### src/orc_pkg.sv
// orc_pkg: shared constants, types and the slot hash for the operation result cache
`timescale 1ns / 1ps

package orc_pkg;

  // table size must stay a power of two: the slot is then the low bits of the hash
  localparam int IDX_W      = 12;
  localparam int TABLE_SIZE = 1 << IDX_W;
  localparam int CNT_W      = IDX_W + 1;

  localparam int OP_W   = 7;
  localparam int ID_W   = 32;
  localparam int VAL_W  = 32;

  localparam int IN_TDATA_W  = 104;
  localparam int OUT_TDATA_W = 48;

  localparam logic [31:0]      HASH_SEED  = 32'd5381;
  localparam logic [VAL_W-1:0] MISS_VALUE = '1;

  localparam logic OPC_LOOKUP = 1'b0;
  localparam logic OPC_INSERT = 1'b1;

  typedef struct packed {
    logic [IDX_W-1:0] hash;
    logic [OP_W-1:0]  op_kind;
    logic [ID_W-1:0]  left_id;
    logic [ID_W-1:0]  right_id;
    logic [VAL_W-1:0] value;
  } entry_t;

  typedef struct packed {
    logic             clear_we;
    logic [IDX_W-1:0] clear_addr;
    logic             load_in;
    logic             read_entry;
    logic             commit;
  } ctl_cmd_t;

  // djb2 reduced to the slot width; the 31-bit mask has no effect below 32 bits
  function automatic logic [IDX_W-1:0] slot_hash(input logic [OP_W-1:0] op,
                                                 input logic [ID_W-1:0] a,
                                                 input logic [ID_W-1:0] b);
    logic [IDX_W-1:0] h;
    h = HASH_SEED[IDX_W-1:0];
    h = (h << 5) + h + IDX_W'(op);
    h = (h << 5) + h + IDX_W'(a);
    h = (h << 5) + h + IDX_W'(b);
    return h;
  endfunction

endpackage

### src/orc_ctrl.sv
// orc_ctrl: sequencer for the clearing pass, the two memory reads and write-back
`timescale 1ns / 1ps

module orc_ctrl (
  input  logic              clk_i,
  input  logic              rst_ni,
  input  logic              in_valid_i,
  output logic              in_ready_o,
  output logic              out_valid_o,
  input  logic              out_ready_i,
  output orc_pkg::ctl_cmd_t cmd_o
);

  localparam logic [1:0] S_CLEAR   = 2'd0;
  localparam logic [1:0] S_IDLE    = 2'd1;
  localparam logic [1:0] S_ENTRY   = 2'd2;
  localparam logic [1:0] S_RESOLVE = 2'd3;

  logic [1:0]                state_q, state_d;
  logic [orc_pkg::IDX_W-1:0] clr_cnt_q, clr_cnt_d;
  logic                      out_valid_q, out_valid_d;

  always_comb begin
    state_d        = state_q;
    clr_cnt_d      = clr_cnt_q;
    in_ready_o     = 1'b0;
    cmd_o          = '0;
    cmd_o.clear_addr = clr_cnt_q;
    out_valid_d    = out_valid_q;
    if (out_valid_q && out_ready_i) begin
      out_valid_d = 1'b0;
    end
    unique case (state_q)
      S_CLEAR: begin
        cmd_o.clear_we = 1'b1;
        clr_cnt_d      = clr_cnt_q + 1'b1;
        if (clr_cnt_q == '1) begin
          state_d = S_IDLE;
        end
      end
      S_IDLE: begin
        in_ready_o = 1'b1;
        if (in_valid_i) begin
          cmd_o.load_in = 1'b1;
          state_d       = S_ENTRY;
        end
      end
      S_ENTRY: begin
        cmd_o.read_entry = 1'b1;
        state_d          = S_RESOLVE;
      end
      S_RESOLVE: begin
        // hold the result back until the output register is free
        if (!out_valid_q || out_ready_i) begin
          cmd_o.commit = 1'b1;
          out_valid_d  = 1'b1;
          state_d      = S_IDLE;
        end
      end
      default: begin
        state_d = S_CLEAR;
      end
    endcase
  end

  assign out_valid_o = out_valid_q;

  always_ff @(posedge clk_i or negedge rst_ni) begin
    if (!rst_ni) begin
      state_q     <= S_CLEAR;
      clr_cnt_q   <= '0;
      out_valid_q <= 1'b0;
    end else begin
      state_q     <= state_d;
      clr_cnt_q   <= clr_cnt_d;
      out_valid_q <= out_valid_d;
    end
  end

endmodule

### config.mk
export PLATFORM = sky130hd
export DESIGN_NAME = orc_ctrl
export DESIGN_NICKNAME = d
export VERILOG_FILES = /design/src/orc_pkg.sv /design/src/orc_ctrl.sv
export SDC_FILE = /design/constraint.sdc
export NUM_CORES = 1
export LEC_CHECK = 0
export ABC_AREA = 1
export BUFFER_PORTS_ARGS = -buffer_cell sky130_fd_sc_hd__buf_4
export CORE_UTILIZATION = 30
export DETAILED_ROUTE_END_ITERATION = 8
export SLEW_MARGIN = 10
export SYNTH_ARGS = -nofsm -noshare
export SYNTH_HDL_FRONTEND = slang
export SYNTH_SLANG_ARGS = --single-unit
### constraint.sdc
create_clock -name clk_i -period 1.58 [get_ports clk_i]
set_input_delay 0.158 -clock clk_i [delete_from_list [all_inputs] [get_ports clk_i]]
set_output_delay 0.158 -clock clk_i [all_outputs]
set_load 0.02 [all_outputs]
---- Word-level counts from Yosys, hierarchy flattened ----
Index checks and enable logic that the tools add are counted.
operators by class
  muxes and demuxes ....................... 14
  add/sub/neg operators ................... 1
  reduce and logical (&&, ||, !) cells .... 5
  eq/ne operators ......................... 7
operators by type and width
  cell                                                             count
  12-bit by 1-bit adder with 12-bit output, second input constant  1
  12-bit == test, second input constant                            1
  1-bit two-way mux                                                10
  2-bit one-hot mux with 4 select lines                            1
  2-bit two-way mux                                                3
  2-bit inequality test, second input constant                     3
  2-bit == test, second input constant                             2
  3-bit AND reduction                                              1
  2-bit by 1-bit == test with 1-bit output, second input constant  1
  2-bit zero test                                                  1
  1-bit logical AND                                                1
  1-bit zero test                                                  1
  1-bit logical OR                                                 1
storage, ports and cells
  output and inout port bits .............. 18
  logic and storage cells ................. 30
  register bits ........................... 15

---- Longest topological paths before layout ----
  word-level depth ........................ 4
  depth in mapped cells ................... 9

---- Worst setup path after synthesis ----
No wires, ideal clock.
  kind .................................... reg-to-reg
  start point ............................. register state_q[0]
  end point ............................... register clr_cnt_q[9] in the netlist's numbering
  period minus slack after synthesis ...... 1.533 ns
  path slack .............................. 0.047 ns
  required time ........................... 1.457 ns
  cell stages (with the launch flop) ...... 9
  data arrival time ....................... 1.410 ns
  buffers on the path ..................... 1
  cells stage by stage .................... dfrtp_1 > inv_1 > ha_1 > buf_6 > nand2_4 > nor2_4 > nand4_1 > o21ai_0 > nand2_1
between the ends
  cells in the longest elaborated chain, start to end .. 1
ends and longest elaborated chain
  what                    RTL line        RTL
  from (decl)             orc_ctrl.sv:19  logic [1:0] state_q, state_d;
  from (signal assigned)  orc_ctrl.sv:74  state_q <= state_d;
  2-bit zero test         orc_ctrl.sv:33  unique case (state_q)
  to (signal assigned)    orc_ctrl.sv:75  clr_cnt_q <= clr_cnt_d;
  to (decl)               orc_ctrl.sv:20  logic [orc_pkg::IDX_W-1:0] clr_cnt_q, clr_cnt_d;
Every way passes these cells.
A chain may end at the register's enable or synchronous reset.

==> metrics.yaml <==
run_status:
  status: "completed"
sta:
  fin_tns_setup_ns: 0
  fmax_mhz: 656.6
  relSlewSlack: 0.8548
  hold_ws_ns: 0.1417
  period_share: 0.9639
  tightest_slew_ns: 0.2178
  min_period_ns: 1.523
  worst_slack_ns: 0.05706
  final-hold-violation-count: 0
  fin_skew_ns: 0.004122
  setup_viol: 0
  grt_setup_unrepaired: "false"
  slew_viol_final: 0
yosys:
  synth_area_um2: 828.3
  syn_inst: 96
  yosys_register_bits: 15
  synth_cell_types: 20
  synth_area_per_cell_um2: 8.628
  synth_nets: 105
  ys_warn_count: 0
  yosysSeqAreaShare: 0.4532
setup_path:
  endpoint_kind: "primary output"
  reg2reg_from: "state_q[0]$_DFFE_PN0P_"
  reg2reg_slack_ns: 0.14
  rr_worst_depth: 7
  cp_slowest_cell: "dfrtp_1"
  crit_type: "flip-flop to primary output"
  r2r_end: "clr_cnt_q[9]$_DFFE_PN0P_"
  arrival_ns: 1.36
  crit_required_ns: 1.42
  path_cells: "inv_1 -> ha_2 -> buf_4 -> buf_4"
  cp_max_fo: 5
  cpPeakStageDelay_ns: 0.43
  setup.worst_path.start_class: "flip-flop"
  crit_top_cell: "buf_4"
placed_design:
  numPortBuffers: 21
  hpwl_um: 1233
  dp_cells: 147
  globalplace.congestion: 0.8086
  postPlaceCellArea_um2: 1020
  dp_slack_ns: 0.06138
pwr:
  leakage_nw: 0.5773
  total_power_uw: 626.2
  p_seq_frac: 0.613
  comb_power_share: 0.025
  power.density_nw_per_um2: 584.0
  switching_power_uw: 141.9
  internal-power_uw: 484.3
  sw_frac_of_total: 0.2265
  ir_worst_vdd_mv: 0.3919
  p_clk_frac: 0.362
global_route:
  overflow: 0
  grt_max_degree: 16
  grt_usage: 0.1346
  grt_pass1_vias: 658
  antenna_found_initial: 0
  grt_pass1_wl_um: 2766
clocking:
  numCtsBuffers: 3
  cts_tree: "done"
  cts.clk_slew.worst_paths_ns: 0.09
  clk-insertion-delay-late_ns: 0.29
  clockBufferDepth: 2
  cts.sinks: 15
  htree_num_levels: 1
  clockRootBuffer: "clkbuf_4"
cells_and_area:
  n_antenna_cell: 0
  layout.cells.non_filler: 153
  multi_input_area_um2: 385.4
  drive_above_1_share: 0.2927
  syn_to_final_growth_pct: 29.46
  seq_area_um2: 375.4
  finalInstanceArea_um2: 1072
  nets: 133
  fill_cells: 257
  post-route-util: 0.4213
die:
  dieArea_um2: 2975
  start_util: 0.3255
  io-pin-count: 22
  num_rows: 18
  die_height_um: 54.55
  die_x_um: 54.55
  coreArea_um2: 2545
routing:
  drt-initial-drc-count: 14
  vias: 674
  final_antenna_net_count: 0
  drc: 0
  wirelength_um: 1643
  drt_first_pass_iters: 4
  routedWlPerCell_um: 10.74
  viasPerCell: 4.405
hold_path:
  hp-start: "out_ready_i"
  min_to: "out_valid_o$_DFF_PN0_"
  hold_path_class: "input pin to flip-flop"
  worstHoldPathCells: 4
flow_run:
  maxCapViolCount: 0
worst max-delay path: cells and delay by family (launching register included):
family                     cells  cell delay [ns]
DFF                            1             0.43
buffers and inverters          3             0.40
adders and majority gates      1             0.24
sequential cells by signal, indices dropped and copies added, names as in the netlist:
register	flops
clr_cnt_q	12
state_q	2
out_valid_o	1
metal layers:
layer,wire length (um),GRT usage,vias up,share of wire
met5,0,0,-,0
met4,0,0.02564,0,0
met3,90,0.05833,0,0.055
met2,802,0.2256,18,0.49
met1,750,0.1591,307,0.46
li1,-,-,349,-
cell type report:
| cell class | instances | area share |
|---|---|---|
| Sequential cell | 15 | 0.3501 |
| Clock inverter | 1 | 0.004667 |
| Multi-Input combinational cell | 63 | 0.3594 |
| Tap cell | 30 | 0.03501 |
| Timing Repair Buffer | 24 | 0.1704 |
| Inverter | 17 | 0.05951 |
| Clock buffer | 3 | 0.02100 |
worst max path at each step:
stage	from	end	cells past startpoint
2_1_floorplan	state_q[0]$_DFFE_PN0P_	clr_cnt_q[9]$_DFFE_PN0P_	8
3_3_place_gp	state_q[0]$_DFFE_PN0P_	clr_cnt_q[11]$_DFFE_PN0P_	7
3_5_place_dp	state_q[0]$_DFFE_PN0P_	clr_cnt_q[9]$_DFFE_PN0P_	7
4_1_cts	state_q[0]$_DFFE_PN0P_	cmd_o[15]	4
5_1_grt	state_q[1]$_DFFE_PN0P_	cmd_o[15]	4
6_report	state_q[0]$_DFFE_PN0P_	cmd_o[15]	4
cells in the final DEF (no fill, tap or decap):
master / n
nand2_1: 24
buf_4: 23
inv_1: 17
dfrtp_1: 15
nand3_1: 6
nor2_1: 5
xor2_1: 5
ha_1: 4
clkbuf_4: 3
nor2_4: 2
nand4_1: 2
nand2_2: 2
o21ai_1: 2
xnor2_1: 2
a21oi_1: 1
o22ai_1: 1
nand3_2: 1
nand2_4: 1
nor2_2: 1
nand3b_1: 1
o21ai_0: 1
mux2_2: 1
ha_2: 1
clkinv_2: 1
dlygate4sd3_1: 1
power by group through the flow:
stage	Sequential (mW)	Combinational (mW)	Clock, mW
after floorplan	0.391	0.000762	0
after global placement	0.391	0.0145	0
after detailed placement	0.391	0.0148	0
after CTS	0.384	0.0168	0.240
after global routing	0.384	0.0188	0.253
final	0.384	0.0157	0.227
cells by family (layout without fill, tap and decap cells):
kind of cell             Yosys count  in the layout  share of synthesized area
AO/OA/AOI/OAI                      5              5                    0.03172
adder cells (fa/ha/maj)            5              5                    0.07553
XOR/XNOR                           7              7                    0.07402
buffers and inverters             18             45                    0.09063
AND/OR/NAND/NOR                   45             45                     0.2613
flip-flops                        15             15                     0.4532
multiplexers                       1              1                    0.01359
cell usage after synthesis:
cell type	n	share of area
nand2_1	24	0.11
inv_1	17	0.077
dfrtp_1	15	0.45
nand3_1	6	0.036
ha_1	5	0.076
nor2_1	5	0.023
xor2_1	5	0.053
o21ai_0	3	0.018
nand2_2	2	0.015
nand4_1	2	0.015
nor2_2	2	0.015
xnor2_1	2	0.021
a21oi_1	1	0.0060
buf_6	1	0.014
mux2_2	1	0.014
nand2_4	1	0.014
nand3_2	1	0.012
nand3b_1	1	0.0091
nor2_4	1	0.014
o22ai_1	1	0.0076
what timing repair did:
action,in CTS,in global routing
endpoints found under the setup margin,1,4
endpoints found under the hold margin,15,0
buffers inserted,0,1
gates resized for setup,1,3
hold buffers,1,0
Note: power is estimated with default switching activity, not from simulation.
